--- src/ycu_pkg.sv ---
// Shared types, codes and saturating fixed-point helpers for the Yee cell
// update pipeline. No dependencies.
`default_nettype none

package ycu_pkg;

    localparam int DATA_W = 32;
    localparam int FRAC_W = 16;
    localparam int INV_W  = 31;
    localparam int PROD_W = 2 * DATA_W;
    localparam int Q_W    = PROD_W - FRAC_W;

    typedef logic signed [DATA_W-1:0] data_t;
    typedef logic signed [PROD_W-1:0] prod_t;
    typedef logic [INV_W-1:0]         inv_t;
    typedef logic [1:0]               axis_t;
    typedef logic [1:0]               reg_idx_t;

    typedef struct packed {
        data_t value;
        logic  sat;
    } sat_res_t;

    localparam data_t DATA_MAX = {1'b0, {(DATA_W-1){1'b1}}};
    localparam data_t DATA_MIN = {1'b1, {(DATA_W-1){1'b0}}};

    localparam logic MODE_MAIN = 1'b0;
    localparam logic MODE_CPML = 1'b1;

    localparam axis_t AXIS_X = 2'd0;
    localparam axis_t AXIS_Y = 2'd1;
    localparam axis_t AXIS_Z = 2'd2;

    localparam reg_idx_t REG_INV_X = 2'd0;
    localparam reg_idx_t REG_INV_Y = 2'd1;
    localparam reg_idx_t REG_INV_Z = 2'd2;

    localparam inv_t INV_RESET = INV_W'(65536);

    // Saturating add or subtract of two data words.
    function automatic sat_res_t sat_addsub(input data_t a, input data_t b, input logic sub);
        logic [DATA_W:0] s;
        sat_res_t        res;
        if (sub)
        begin
            s = {a[DATA_W-1], a} - {b[DATA_W-1], b};
        end
        else
        begin
            s = {a[DATA_W-1], a} + {b[DATA_W-1], b};
        end
        if (s[DATA_W] != s[DATA_W-1])
        begin
            res.value = s[DATA_W] ? DATA_MIN : DATA_MAX;
            res.sat   = 1'b1;
        end
        else
        begin
            res.value = data_t'(s[DATA_W-1:0]);
            res.sat   = 1'b0;
        end
        return res;
    endfunction

    // Floor the full product to the fixed-point grid and saturate.
    function automatic sat_res_t prod_round(input prod_t p);
        logic [Q_W-1:0] q;
        sat_res_t       res;
        q = p[PROD_W-1:FRAC_W];
        if ((&q[Q_W-1:DATA_W-1]) || !(|q[Q_W-1:DATA_W-1]))
        begin
            res.value = data_t'(q[DATA_W-1:0]);
            res.sat   = 1'b0;
        end
        else
        begin
            res.value = q[Q_W-1] ? DATA_MIN : DATA_MAX;
            res.sat   = 1'b1;
        end
        return res;
    endfunction

endpackage

`default_nettype wire

--- src/ycu_mul.sv ---
// Registered signed multiplier producing the full double-width product.
// Depends on ycu_pkg.
`default_nettype none

module ycu_mul
    import ycu_pkg::*;
(
    input  wire logic  clk,
    input  wire logic  en,
    input  wire data_t a,
    input  wire data_t b,
    output prod_t      p
);

    prod_t p_reg;

    always_ff @(posedge clk)
    begin
        if (en)
        begin
            p_reg <= a * b;
        end
    end

    assign p = p_reg;

endmodule

`default_nettype wire

--- config.mk ---
export PLATFORM = sky130hd
export DESIGN_NAME = ycu_mul
export DESIGN_NICKNAME = d
export VERILOG_FILES = /design/src/ycu_pkg.sv /design/src/ycu_mul.sv
export SDC_FILE = /design/constraint.sdc
export NUM_CORES = 2
export LEC_CHECK = 0
export BUFFER_PORTS_ARGS = -buffer_cell sky130_fd_sc_hd__buf_2
export CAP_MARGIN = 40
export CELL_PAD_IN_SITES_DETAIL_PLACEMENT = 0
export CELL_PAD_IN_SITES_GLOBAL_PLACEMENT = 1
export CORE_ASPECT_RATIO = 1.5
export CORE_UTILIZATION = 53
export DETAILED_ROUTE_END_ITERATION = 8
export PLACE_DENSITY_LB_ADDON = 0.15
export SETUP_SLACK_MARGIN = 0.02
export SYNTH_ARGS = -nofsm -noshare
export SYNTH_HDL_FRONTEND = slang
export SYNTH_SLANG_ARGS = --single-unit
--- constraint.sdc ---
create_clock -name clk -period 9.9 [get_ports clk]
set_clock_uncertainty 0.1 [all_clocks]
set_input_delay 1.485 -clock clk [delete_from_list [all_inputs] [get_ports clk]]
set_output_delay 1.485 -clock clk [all_outputs]
set_load 0.005 [all_outputs]
* Yosys cells after proc, flatten, opt, wreduce, memory -nomap -nowiden
Cells that the tools add are included.
** Operators by class
- $mul :: 1
** Operator list (number)
- multiplier 32 x 32 -> 64 bit :: 1
** Storage, ports and cells
- Register bits after elaboration :: 64
- Bits of input ports :: 66
- Output and inout port bits :: 64
- Word-level logic and storage cells :: 2

* Logic depth before layout (Yosys ltp)
- Depth in word-level cells :: 1
- Depth in mapped cells :: 28
- Depth with buffers taken out :: 27

* Worst setup path after synthesis
OpenSTA, ideal clock, no wires.
- Kind :: input to register
- Start point :: input b[2]
- End point :: register p_reg[62] (netlist: p[62]), data pin
- Setup time :: 0.269 ns
- Arrival :: 8.613 ns
- Data required time :: 9.531 ns
- Path slack :: 0.918 ns
- Stages :: 24
- Buffers on the path :: 1
- Cell sequence :: clkbuf_1 -> nand2_1 -> inv_1 -> fa_1 -> fa_1 -> fa_1 -> fa_1 -> inv_1 -> fa_1 -> inv_1 -> fa_1 -> inv_1 -> fa_1 -> inv_1 -> fa_1 -> ha_1 -> and3_1 -> nand2_1 -> or3_1 -> o22a_1 -> o211ai_1 -> a31oi_1 -> o31ai_1 -> xor2_1
** Between the ends
- Longest elaborated chain between the ends :: 1
** RTL lines
- start: declaration :: RTL line ycu_mul.sv:11 : input wire data_t b,
- multiplier 32 x 32 -> 64 bit :: RTL line ycu_mul.sv:21 : p_reg <= a * b;
- end signal: assignment :: RTL line ycu_mul.sv:21
- end: declaration :: RTL line ycu_mul.sv:15 : prod_t p_reg;
Every way passes these cells.
A chain may end at the register's enable or synchronous reset.

* Worst setup path after layout
- Start point :: input b[5]
- End point :: register p_reg[60] (netlist: p[60]), data pin
The elaborated chain is that of the path after synthesis.

==> flow_metrics.tcl <==
set metrics [dict create \
    synth_top_area_cell "fa_1" \
    whs_path_depth 1 \
    grt_usage_pct 34.9 \
    yosysWarnings 0 \
    portBuffers 129 \
    ioPinCount 130 \
    antenna_found_initial 8 \
    rsz0062_at_grt "no" \
    synth.area.top_cells "fa_1 57%, inv_1 9.4%, and2_1 8.5%" \
    dieArea_um2 72600 \
    whs_endpoint "p[45]" \
    report.final.slew_viol_count 0 \
    ys.flop_type "edfxtp_1" \
    cp-end-kind "flip-flop" \
    maxCapViolCount 0 \
    synthXorXnorAreaFrac_pct 1.73 \
    synth_compound_area_share_pct 3.41 \
    synthCells 3884 \
    violations "DRC" \
    design.core.area_um2 70400 \
    drc 9 \
    min_period_ps 9690 \
    crit_fanout 24 \
    via_count 26800 \
    timing.fmax_mhz 103 \
    ys_types 63 \
    cts_buffers 9 \
    drtIter0Drc 1372 \
    synth_fp_nets 5216 \
    async_flop_share_pct 0 \
    setup_slack_ps 211 \
    postCtsSetupBuffers 0 \
    hold_viol 0 \
    vias_per_cell 5.52 \
    ant_nets 0 \
    rows 119 \
    yosys.area.top_type_share_pct 57.2 \
    clk_pin_slew_worst_paths_ps 70 \
    wl_met3_mm 4.24 \
    wl_met2_mm 65.7 \
    synth.mux.area_fraction_pct 0 \
    finalCritPeriodShare_pct 97.9 \
    worstSetupStartpointType "input port" \
    setup_viol_count_final 0 \
    syn_to_final_growth_pct 6.09 \
    wire_per_inst_um 24.4 \
    whs_ps 1450 \
    hold_buffers 0 \
    worst_ep_required_time_ps 9940 \
    cts_root_buffer "clkbuf_16" \
    yosysMostFrequentCell "fa_1" \
    wl_met1_mm 33.8 \
    drive_gt1_share_pct 7.24 \
    start_util_pct 53.8 \
    grt_overflow 0 \
    worst_pin_slew_ps 908 \
    hpwlAfterDp_mm 101 \
    synth-seq-cells 64 \
    place_ws_ps -62.6 \
    grt_pass1_wl_mm 179 \
    place_congestion 0.935 \
    largest_reg_flops 64 \
    die_w_um 220 \
    cts_tree "yes" \
    routed_wl_mm 119 \
    dr.pass1.iters 7 \
    hp-start "en" \
    die_h_um 329 \
    critical_path_class "input port to flip-flop" \
    status "finished with violations" \
    relSlewSlack_pct 39.0 \
    highest_layer "met5" \
    syn_area_um2 37900 \
    num-nets-final 5275 \
    synthAdderAreaFrac_pct 63.3 \
    synth_edf_count 64 \
    seq_area_frac_synth_pct 5.07 \
    synth_top_cells_by_count "1082 x fa_1, 952 x inv_1, 516 x and2_1" \
    cts.htree.levels 3 \
    arrival_ps 9730 \
    syn_area_per_cell_um2 9.75 \
    seq_area_um2 1920 \
    slowest_delay_ps 570 \
    synth_top_family_by_area "adder cells" \
    grt_max_degree 43 \
    cpMaxStageDelayCell "fa_1" \
    fillCellCount 6467 \
    crit_top_cell "fa_1" \
    grt_pass1_vias 30300 \
    hold_path.class "input port to flip-flop" \
    synthSimpleGateAreaFrac_pct 15.1 \
    multi_input_area_um2 31600 \
    cts_sinks 64 \
    clockBufferDepth 2 \
]
## worst max-delay path: cells and delay by family
kind                     cells  cell delay [ps]
adder cells (fa/ha/maj)      9             4330
AO/OA/AOI/OAI                6             1680
buffers and inverters        5             1170
AND/OR/NAND/NOR              4              960
XOR/XNOR                     1               80
## what timing repair did
| action | CTS | global route |
|---|---|---|
| endpoints found under the hold margin | 0 | 0 |
| setup endpoints to repair | 0 | 1 |
| gates resized for setup | 0 | 1 |
## cell families (layout without fill, tap and decap cells)
group | after synthesis | after routing
other | 0 | 2
AOI/OAI and AO/OA | 193 | 193
buffers and inverters | 1152 | 1216
and+or+nand+nor | 1134 | 1134
xor gates and xnor gates | 75 | 75
DFF | 64 | 64
adders and majority gates | 1266 | 1266
## through the flow
| step | instances | util, % | cell area (um2) | setup TNS [ps] |
|---|---|---|---|---|
| 2_1_floorplan | 3884 | - | 37900 | 0 |
| 3_5_place_dp | 4839 | 56.6 | 39900 | -62.6 |
| 3_3_place_gp | 4838 | 56.6 | 39900 | -49.9 |
| 6_report | 4857 | 57.1 | 40200 | 0 |
| 5_1_grt | 4857 | 57.1 | 40200 | 0 |
| 4_1_cts | 4855 | 57.1 | 40200 | 0 |
## cells in the final DEF, fill, tap and decap left out, types with 12 or more instances in the layout
| cell type | count |
|---|---|
| ha_1 | 184 |
| nor2_1 | 42 |
| a21oi_1 | 68 |
| inv_1 | 952 |
| buf_4 | 114 |
| edfxtp_1 | 64 |
| a21o_1 | 23 |
| nand2_1 | 511 |
| a31oi_1 | 12 |
| nand3_1 | 15 |
| buf_2 | 127 |
| o21bai_1 | 15 |
| o21ai_0 | 28 |
| xnor2_1 | 53 |
| xor2_1 | 22 |
| fa_1 | 1082 |
| and2_1 | 516 |
## worst max path at each step
stage,cells past startpoint,end,slack (ps),startpoint
after floorplan,24,p[62],920,b[2]
after global placement,25,p[60],-50,b[6]
after detailed placement,25,p[60],-60,b[6]
after CTS,25,p[60],320,b[6]
after global routing,27,p[60],40,a[9]
final,25,p[60],210,b[5]
## final cells by class
type | instances | area share [%]
Timing Repair Buffer | 248 | 4.05
Multi-Input combinational cell | 2668 | 78.7
Tap cell | 907 | 2.82
Clock inverter | 7 | 0.177
Antenna cell | 2 | 0.0125
Sequential cell | 64 | 4.78
Inverter | 952 | 8.89
Clock buffer | 9 | 0.560
## per-layer routing
metal | global-route usage, % | vias to the layer above
met1 | 32.2 | 14300
li1 | - | 11200
met4 | 35.2 | 6
met5 | 0 | -
met2 | 64.4 | 843
met3 | 3.71 | 455
Power is left out: the tool's default activity adds up to more than one toggle a clock period on the data nets, which glitch-free logic cannot reach.
